## src/hdl/pil_pkg.sv

```systemverilog
// Shared types and codes for the positional insert list.
// Used by pil_ctrl, pil_datapath and positional_insert_list.
`default_nettype none

package pil_pkg;

  // Operation codes carried by a request
  localparam logic [1:0] OP_INSERT  = 2'd0;
  localparam logic [1:0] OP_DELETE  = 2'd1;
  localparam logic [1:0] OP_DISPLAY = 2'd2;

  // Result status codes
  localparam logic [1:0] ST_OK     = 2'd0;
  localparam logic [1:0] ST_BADPOS = 2'd1;
  localparam logic [1:0] ST_EMPTY  = 2'd2;
  localparam logic [1:0] ST_FULL   = 2'd3;

  // Commands from the controller to the datapath
  typedef struct packed {
    logic       insert;     // shift back from position and write value
    logic       delete;     // shift the cells forward by one; the last cell keeps its value
    logic       rotate;     // move the front entry to the tail
    logic       load_rem;   // load remaining display count
    logic       dec_rem;    // count one display result off
    logic       emit;       // register a result this cycle
    logic       take_head;  // result value is the front entry
    logic       last;       // result closes the request
    logic [1:0] status;
  } cmd_t;

  // Flags from the datapath to the controller
  typedef struct packed {
    logic empty;
    logic full;
    logic pos_ok;
    logic count_one;
    logic rem_one;
  } flags_t;

endpackage

`default_nettype wire

```

## src/hdl/pil_ctrl.sv

```systemverilog
// Controller for the positional insert list: decodes requests and sequences display.
// Depends on pil_pkg for command, flag and code definitions.
`default_nettype none

module pil_ctrl (
  input  wire logic            clk,
  input  wire logic            rst,
  input  wire logic            start,
  input  wire logic [1:0]      op,
  input  wire pil_pkg::flags_t flags,
  output pil_pkg::cmd_t        cmd,
  output logic                 busy
);

  typedef enum logic {S_IDLE, S_DISPLAY} state_t;

  state_t state;
  state_t state_next;

  always_comb begin
    cmd        = '0;
    cmd.status = pil_pkg::ST_OK;
    state_next = state;
    unique case (state)
      S_IDLE: begin
        if (start) begin
          cmd.emit = 1'b1;
          cmd.last = 1'b1;
          unique case (op)
            pil_pkg::OP_INSERT: begin
              priority if (!flags.pos_ok) begin
                cmd.status = pil_pkg::ST_BADPOS;
              end else if (flags.full) begin
                cmd.status = pil_pkg::ST_FULL;
              end else begin
                cmd.insert = 1'b1;
              end
            end
            pil_pkg::OP_DELETE: begin
              if (flags.empty) begin
                cmd.status = pil_pkg::ST_EMPTY;
              end else begin
                cmd.delete    = 1'b1;
                cmd.take_head = 1'b1;
              end
            end
            pil_pkg::OP_DISPLAY: begin
              if (flags.empty) begin
                cmd.status = pil_pkg::ST_EMPTY;
              end else begin
                cmd.rotate    = 1'b1;
                cmd.take_head = 1'b1;
                cmd.last      = flags.count_one;
                if (!flags.count_one) begin
                  cmd.load_rem = 1'b1;
                  state_next   = S_DISPLAY;
                end
              end
            end
            default: begin
              // unused code: report the count and change nothing
            end
          endcase
        end
      end
      S_DISPLAY: begin
        cmd.emit      = 1'b1;
        cmd.rotate    = 1'b1;
        cmd.take_head = 1'b1;
        cmd.dec_rem   = 1'b1;
        cmd.last      = flags.rem_one;
        if (flags.rem_one) begin
          state_next = S_IDLE;
        end
      end
      default: state_next = S_IDLE;
    endcase
  end

  always_ff @(posedge clk) begin
    if (rst) begin
      state <= S_IDLE;
    end else begin
      state <= state_next;
    end
  end

  assign busy = (state == S_DISPLAY);

endmodule

`default_nettype wire

```

## src/hdl/pil_datapath.sv

```systemverilog
// Datapath for the positional insert list: entry cells, count, display counter
// and result registers. Depends on pil_pkg for command and flag structs.
`default_nettype none

module pil_datapath #(
  parameter int DEPTH = 16
) (
  input  wire logic               clk,
  input  wire logic               rst,
  input  wire logic signed [31:0] value,
  input  wire logic [7:0]         position,
  input  wire pil_pkg::cmd_t      cmd,
  output pil_pkg::flags_t         flags,
  output logic                    strobe,
  output logic [1:0]              status,
  output logic signed [31:0]      value_out,
  output logic [4:0]              count_out,
  output logic                    last
);

  localparam int CW = $clog2(DEPTH + 1);
  localparam int PW = ((CW > 8) ? CW : 8) + 1;

  logic signed [31:0] entries      [DEPTH];
  logic signed [31:0] entries_next [DEPTH];
  logic [CW-1:0]      count;
  logic [CW-1:0]      count_next;
  logic [CW-1:0]      rem;
  logic [PW-1:0]      pos_ext;
  logic [PW-1:0]      limit_ext;

  assign pos_ext   = PW'(position);
  assign limit_ext = PW'(count) + PW'(1);

  assign flags.empty     = (count == '0);
  assign flags.full      = (count == CW'(DEPTH));
  assign flags.pos_ok    = (position != 8'd0) && (pos_ext <= limit_ext);
  assign flags.count_one = (count == CW'(1));
  assign flags.rem_one   = (rem == CW'(1));

  always_comb begin
    count_next = count;
    if (cmd.insert) begin
      count_next = count + CW'(1);
    end else if (cmd.delete) begin
      count_next = count - CW'(1);
    end
  end

  // Cells take a neighbour, cell 0 or value; none is read at a chosen address
  always_comb begin
    for (int i = 0; i < DEPTH; i++) begin
      entries_next[i] = entries[i];
      if (cmd.insert) begin
        if (i > 0 && PW'(i) >= pos_ext) begin
          entries_next[i] = entries[(i > 0) ? i - 1 : 0];
        end else if (PW'(i) + PW'(1) == pos_ext) begin
          entries_next[i] = value;
        end
      end else if (cmd.delete) begin
        if (i < DEPTH - 1) begin
          entries_next[i] = entries[(i < DEPTH - 1) ? i + 1 : i];
        end
      end else if (cmd.rotate) begin
        // front entry wraps to the tail so the list is restored after a full pass
        if ((PW'(i) + PW'(1)) == PW'(count)) begin
          entries_next[i] = entries[0];
        end else if (i < DEPTH - 1) begin
          entries_next[i] = entries[(i < DEPTH - 1) ? i + 1 : i];
        end
      end
    end
  end

  always_ff @(posedge clk) begin
    for (int i = 0; i < DEPTH; i++) begin
      entries[i] <= entries_next[i];
    end
  end

  always_ff @(posedge clk) begin
    if (rst) begin
      count  <= '0;
      rem    <= '0;
      strobe <= 1'b0;
    end else begin
      count  <= count_next;
      strobe <= cmd.emit;
      if (cmd.load_rem) begin
        rem <= count - CW'(1);
      end else if (cmd.dec_rem) begin
        rem <= rem - CW'(1);
      end
    end
  end

  // Result payload, valid while strobe is high
  always_ff @(posedge clk) begin
    if (cmd.emit) begin
      status    <= cmd.status;
      value_out <= cmd.take_head ? entries[0] : 32'sd0;
      count_out <= 5'(count_next);
      last      <= cmd.last;
    end
  end

endmodule

`default_nettype wire

```

## src/hdl/positional_insert_list.sv

```systemverilog
// Top level of the positional insert list: controller plus datapath.
// Depends on pil_pkg, pil_ctrl and pil_datapath.
//
//   channel   ports                                      handshake
//   request   op, value, position                        start & !busy
//   result    status, value_out, count_out, last         strobe, one cycle
//
// Insert, delete and error requests give one result in the cycle after the
// request; a new request may follow at once. Display of n entries gives n
// results on consecutive cycles, rotating the front cell to the tail each
// cycle; busy stays high while the controller issues the remaining results. The receiver
// cannot stall. Synchronous reset empties the list and clears the strobe.
`default_nettype none

module positional_insert_list #(
  parameter int DEPTH = 16
) (
  input  wire logic               clk,
  input  wire logic               rst,
  input  wire logic               start,
  input  wire logic [1:0]         op,
  input  wire logic signed [31:0] value,
  input  wire logic [7:0]         position,
  output logic                    busy,
  output logic                    strobe,
  output logic [1:0]              status,
  output logic signed [31:0]      value_out,
  output logic [4:0]              count_out,
  output logic                    last
);

  pil_pkg::cmd_t   cmd;
  pil_pkg::flags_t flags;

  pil_ctrl u_ctrl (
    .clk   (clk),
    .rst   (rst),
    .start (start),
    .op    (op),
    .flags (flags),
    .cmd   (cmd),
    .busy  (busy)
  );

  pil_datapath #(
    .DEPTH (DEPTH)
  ) u_datapath (
    .clk       (clk),
    .rst       (rst),
    .value     (value),
    .position  (position),
    .cmd       (cmd),
    .flags     (flags),
    .strobe    (strobe),
    .status    (status),
    .value_out (value_out),
    .count_out (count_out),
    .last      (last)
  );

endmodule

`default_nettype wire
```

## config.mk

```make
export PLATFORM = sky130hd
export DESIGN_NAME = positional_insert_list
export DESIGN_NICKNAME = d
export VERILOG_FILES = /design/src/hdl/pil_pkg.sv /design/src/hdl/pil_ctrl.sv /design/src/hdl/pil_datapath.sv /design/src/hdl/positional_insert_list.sv
export SDC_FILE = /design/constraint.sdc
export NUM_CORES = 1
export LEC_CHECK = 0
export ABC_AREA = 1
export BUFFER_PORTS_ARGS = -buffer_cell sky130_fd_sc_hd__buf_2
export CAP_MARGIN = 10
export CORE_MARGIN = 2
export CORE_UTILIZATION = 30
export DETAILED_ROUTE_END_ITERATION = 16
export PLACE_DENSITY_LB_ADDON = 0.08
export SKIP_LAST_GASP = 1
export SLEW_MARGIN = 15
export SYNTH_ARGS = -nofsm -noshare
export SYNTH_HDL_FRONTEND = slang
export SYNTH_HIERARCHICAL = 1
export SYNTH_SLANG_ARGS = --single-unit
```

## constraint.sdc

```tcl
create_clock -name clk -period 4.27 [get_ports clk]
set_input_delay 0.427 -clock clk [delete_from_list [all_inputs] [get_ports clk]]
set_output_delay 0.427 -clock clk [all_outputs]
set_load 0.03 [all_outputs]
```

======== Word-level counts from Yosys, hierarchy flattened ========
Memories as Yosys holds them, arrays and structs flattened.
Cells that the tools add are included.
storage, ports and cells
  logic and storage cells ................. 201
  memories kept ........................... 1
  register bits after elaboration ......... 52
  RAM bits ................................ 512
operators by class
  equal/unequal tests ..................... 37
  muxes and demuxes ....................... 126
  order comparisons ....................... 16
  reductions and logical operators ........ 7
  $add $sub $neg .......................... 4
  bitwise operators ....................... 2
memory list
  memory              words  width  read ports  clocked after memory_dff  wr ports  line                text
  u_datapath.entries  16     32     16          0                         16        pil_datapath.sv:24  logic signed [31:0] entries [DEPTH];
operators with widths
  operator                                             count
  2-to-1 mux 32 bit                                    95
  equality test 4 x 8 -> 1 bit, first input constant   8
  >= comparator 4 x 8 -> 1 bit, first input constant   8
  equality test 4 x 5 -> 1 bit, first input constant   8
  equality test 3 x 8 -> 1 bit, first input constant   4
  >= comparator 3 x 8 -> 1 bit, first input constant   4
  2-to-1 mux 5 bit                                     5
  equality test 3 x 5 -> 1 bit, first input constant   4
  equality test 2 x 8 -> 1 bit, first input constant   2
  >= comparator 2 x 8 -> 1 bit, first input constant   2
  2-to-1 mux 2 bit                                     7
  2-to-1 mux 1 bit                                     13
  equality test 2 x 5 -> 1 bit, first input constant   2
  equality test 5 x 1 -> 1 bit, second input constant  2
  subtractor 5 x 1 -> 5 bit, second input constant     2
  <= comparator 8 x 9 -> 1 bit                         1
  equality test 1 x 8 -> 1 bit, first input constant   1
  equality test 5 x 8 -> 1 bit, first input constant   1
  >= comparator 1 x 8 -> 1 bit, first input constant   1
  nonzero test 8 bit                                   1
  adder 5 x 1 -> 6 bit, second input constant          1
  case mux 1 bit (2 select lines)                      3
  case mux 3 bit (2 select lines)                      1
  adder 5 x 1 -> 5 bit, second input constant          1
  13 further kinds                                     15

======== Longest topological paths before layout ========
  word-level depth ........................ 10
  mapped depth ............................ 23

======== Hierarchy ========
The synthesis kept the hierarchy.
modules (own cells, without submodules)
  module        cells each  area each (um^2)  times used
  pil_datapath  4466        34917.2           1
  pil_ctrl      39          222.7             1

======== Least setup slack after synthesis ========
No wires, ideal clock.
  path kind ............................... reg-to-reg
  start point ............................. reg u_datapath/count[0] (netlist name)
  end point ............................... mem u_datapath.entries[0][0], enable pin
  buffers on the path ..................... 4
  data required time ...................... 3838 ps
  stages on the path, launching flop included .. 20
  library setup time ...................... 432 ps
  path slack .............................. -389 ps
  arrival time ............................ 4227 ps
  clock period less this slack ............ 4659 ps
  path through ............................ dfxtp_1 ha_1 buf_2 inv_1 nor2_1 ha_1 ha_1 nand2_1 nor2_1 nand2_1 nand2_1 a21oi_1 nand2_1 nor2_1 buf_2 clkinv_1 clkbuf_1 clkbuf_1 a21oi_1 a21oi_1
RTL lines
  what           line
  end, declared  pil_datapath.sv:24

==> results.json <==
{
  "crit_arrival_ps": 4420,
  "synth_flop_cell": "edfxtp_1",
  "clk_latency_ps": 660,
  "rows": 125,
  "required_ps": 4790,
  "utilization_pct": 34.08,
  "fin_crit_ps": 3901,
  "post_cts_buffers": 0,
  "die_w_um": 346.2,
  "status": "finished clean",
  "drt-pass1-iter-count": 6,
  "drtIter0Drc": 2403,
  "period_share_pct": 91.35,
  "syn_avg_cell_area_um2": 7.800,
  "grtUsageTotal_pct": 24.17,
  "cp-endpoint": "u_datapath/entries[0][224]",
  "design.core.area_um2": 116200,
  "antenna_found_initial": 1,
  "r2r_slack_ps": 370,
  "grt_start_max_net_pins": 120,
  "io_pins": 87,
  "fmax_ghz": 0.2564,
  "startpoint_type": "register",
  "area_growth_pct": 12.69,
  "post-place-ws_ps": 418.8,
  "pwr-share-comb_pct": 6.5,
  "place_hpwl_um": 94910,
  "yosysSeqAreaShare_pct": 47.85,
  "via_count": 31620,
  "crit_fanout": 119,
  "cts_buffers": 76,
  "cts_tree": "built",
  "cts_buffer_depth": 3,
  "htree_levels": 3,
  "r2r-end": "u_datapath/entries[0][224]",
  "hp-class": "input port to register",
  "cp_slowest_stage_delay_ps": 650,
  "clk_pin_slew_ps": 60,
  "nNetsFinal": 4436,
  "finalHoldViolations": 0,
  "p_int_uw": 9960,
  "crit_cells": 14,
  "yosysWarnings": 6,
  "routedWlPerCell_um": 24.73,
  "start_util_pct": 30.24,
  "gp_congestion": 0.8253,
  "drv_cap": 0,
  "port_buffers": 86,
  "cp-end-kind": "register",
  "drc": 0,
  "cpLargestDelayFamily": "buffers and inverters",
  "ys_types": 35,
  "cts_hold_buf": 0,
  "synth_cells": 4505,
  "worstMarginPinSlew_ps": 1021,
  "ir_drop_mv": 0.2847,
  "dieHeight_um": 346.2,
  "power.leakage_uw": 0.01726,
  "crit_buf_inv": 2,
  "power.density_nw_per_um2": 337.4,
  "rr_worst_depth": 14,
  "p_seq_share_pct": 46.6,
  "totalNegativeSetupSlack_ps": 0,
  "grt_overflow": 0,
  "cts_root_buf": "clkbuf_16",
  "synth.cell_area_um2": 35140,
  "r2r-start": "u_datapath/count[3]",
  "cts_sinks": 564,
  "finalPower_uw": 13360,
  "clock_skew_ps": 23.16,
  "relSlewSlack_pct": 31.81,
  "p_sw_share_pct": 25.46,
  "worstPathCellList": "nand2_1 -> nor2_1 -> ha_1 -> ha_1 -> nand2_1 -> nor2_1 -> nand4_1 -> a21oi_1 -> nand2_1 -> nor2_4 -> buf_12 -> buf_4 -> o211ai_1 -> nand2_1",
  "grt_pass1_wl_um": 216600,
  "worst_slack_ps": 369.3,
  "finalSetupViolations": 0,
  "critPathLaunch": "u_datapath/count[3]",
  "clockPowerShare_pct": 46.8,
  "slew_violations": 0,
  "synth-seq-cells": 564,
  "vias_per_cell": 5.310,
  "grt_pass1_vias": 31930,
  "synth_enable_flop_cells": 552,
  "rsz0062_at_grt": "no",
  "power.switching_uw": 3401,
  "critPathSlowestCell": "buf_4",
  "cp_common_cell": "nand2_1",
  "crit_type": "register to register",
  "drive_gt1_share_pct": 8.239,
  "async_flop_share_pct": 0,
  "routed_wl_um": 147300,
  "fin_hold_ws_ps": 54.19,
  "synth_fp_nets": 4568,
  "ctsResizeCount": 0,
  "antenna_left": 0,
  "die_area_um2": 119900
}
[power groups by stage]
stage	clock (uW)	sequential, uW	combinational (uW)
after global routing	6620	6240	956
after floorplan	0	6350	487
after CTS	6450	6230	881
after global placement	0	6350	876
after detailed placement	0	6350	878
final	6260	6230	872
[synthesized netlist by cell type (2+ instances only)]
library cell / count / share of area, %
nor3_1: 3 / 0.043
clkbuf_1: 238 / 2.5
nor2_1: 91 / 0.97
buf_4: 10 / 0.21
nand4_1: 2 / 0.036
buf_2: 154 / 2.2
nand3_4: 10 / 0.50
nand3_2: 3 / 0.085
xor2_1: 2 / 0.050
o21ai_1: 77 / 1.1
o21ai_0: 185 / 2.6
nor2_4: 6 / 0.19
nor2_2: 5 / 0.089
ha_1: 18 / 0.64
a21oi_1: 87 / 1.2
nand3_1: 373 / 5.3
edfxtp_1: 552 / 47
nand2_1: 1536 / 16
dfxtp_1: 12 / 0.68
buf_1: 4 / 0.043
inv_1: 593 / 6.3
o221ai_1: 2 / 0.050
o211ai_1: 514 / 11
a21oi_2: 4 / 0.10
inv_2: 14 / 0.15
[cell families after synthesis]
logic type,share of synthesized area (%)
DFF,47.85
xor gates and xnor gates,0.07479
and+or+nand+nor,23.68
adders and majority gates,0.6409
AOI/OAI and AO/OA,16.23
buffers and inverters,11.52
[metal layers]
layer  vias to the layer above  wire length [um]  share of wire, %  track usage [%]
met1                     15780             61030                41            29.69
li1                      14760                 -                 -                -
met3                       242              5715               3.9            2.514
met2                       841             75330                51            43.64
met5                         -                 0                 0                0
met4                         0              5214               3.5            8.529
[layout by cell type, fill, tap and decap left out, types with 3 or more instances in the layout]
| cell type | Yosys | routed |
|---|---|---|
| buf_2 | 154 | 86 |
| clkbuf_8 | 0 | 4 |
| a21oi_1 | 87 | 73 |
| inv_1 | 593 | 593 |
| clkinv_2 | 0 | 7 |
| nand3_2 | 3 | 4 |
| o21ai_1 | 77 | 76 |
| nand2_1 | 1536 | 1533 |
| o211ai_1 | 514 | 514 |
| clkbuf_16 | 0 | 79 |
| nand3_1 | 373 | 371 |
| nor2_1 | 91 | 85 |
| nor3_1 | 3 | 3 |
| dfxtp_1 | 12 | 12 |
| a21oi_4 | 1 | 18 |
| buf_4 | 10 | 74 |
| nand3_4 | 10 | 11 |
| clkinv_1 | 1 | 14 |
| clkbuf_1 | 238 | 25 |
| ha_1 | 18 | 18 |
| buf_12 | 0 | 37 |
| inv_2 | 14 | 14 |
| nor2_4 | 6 | 12 |
| edfxtp_1 | 552 | 552 |
| o21ai_0 | 185 | 185 |
| nor2_2 | 5 | 5 |
[sequential cells by signal (all words and copies together), names as in the netlist]
register / flops
u_datapath/count: 5
u_datapath/entries: 512
u_ctrl/busy: 1
u_datapath/rem: 5
u_datapath/last: 1
u_datapath/count_out: 5
u_datapath/value_out: 32
u_datapath/status: 2
u_datapath/strobe: 1
[through the flow]
step,cells,cell area (um^2)
after global routing,5954,39600
after CTS,5954,39600
final,5955,39600
after floorplan,4505,35150
after detailed placement,5819,37270
after global placement,5819,37270
[worst min path at each step]
stage | startpoint | to | slack (ps) | depth (start not counted)
after floorplan | rst | u_ctrl/busy | 490 | 1
after global placement | u_datapath/entries[0][45] | u_datapath/entries[0][13] | 530 | 2
after detailed placement | u_datapath/entries[0][37] | u_datapath/entries[0][5] | 540 | 2
after CTS | rst | u_ctrl/busy | 30 | 2
after global routing | rst | u_ctrl/busy | 40 | 2
final | rst | u_ctrl/busy | 50 | 2
[cell type report]
class / count / area, um^2
fillers: 12550 / 76600
well taps: 1524 / 1907
flip-flops and latches: 564 / 16820
clock buffers: 108 / 2126
diodes: 1 / 2.502
inverters: 608 / 2290
clock inverters: 27 / 197.7
multi-input cells: 2926 / 14540
repair buffers: 197 / 1727
(Power assumes the default switching activity.)
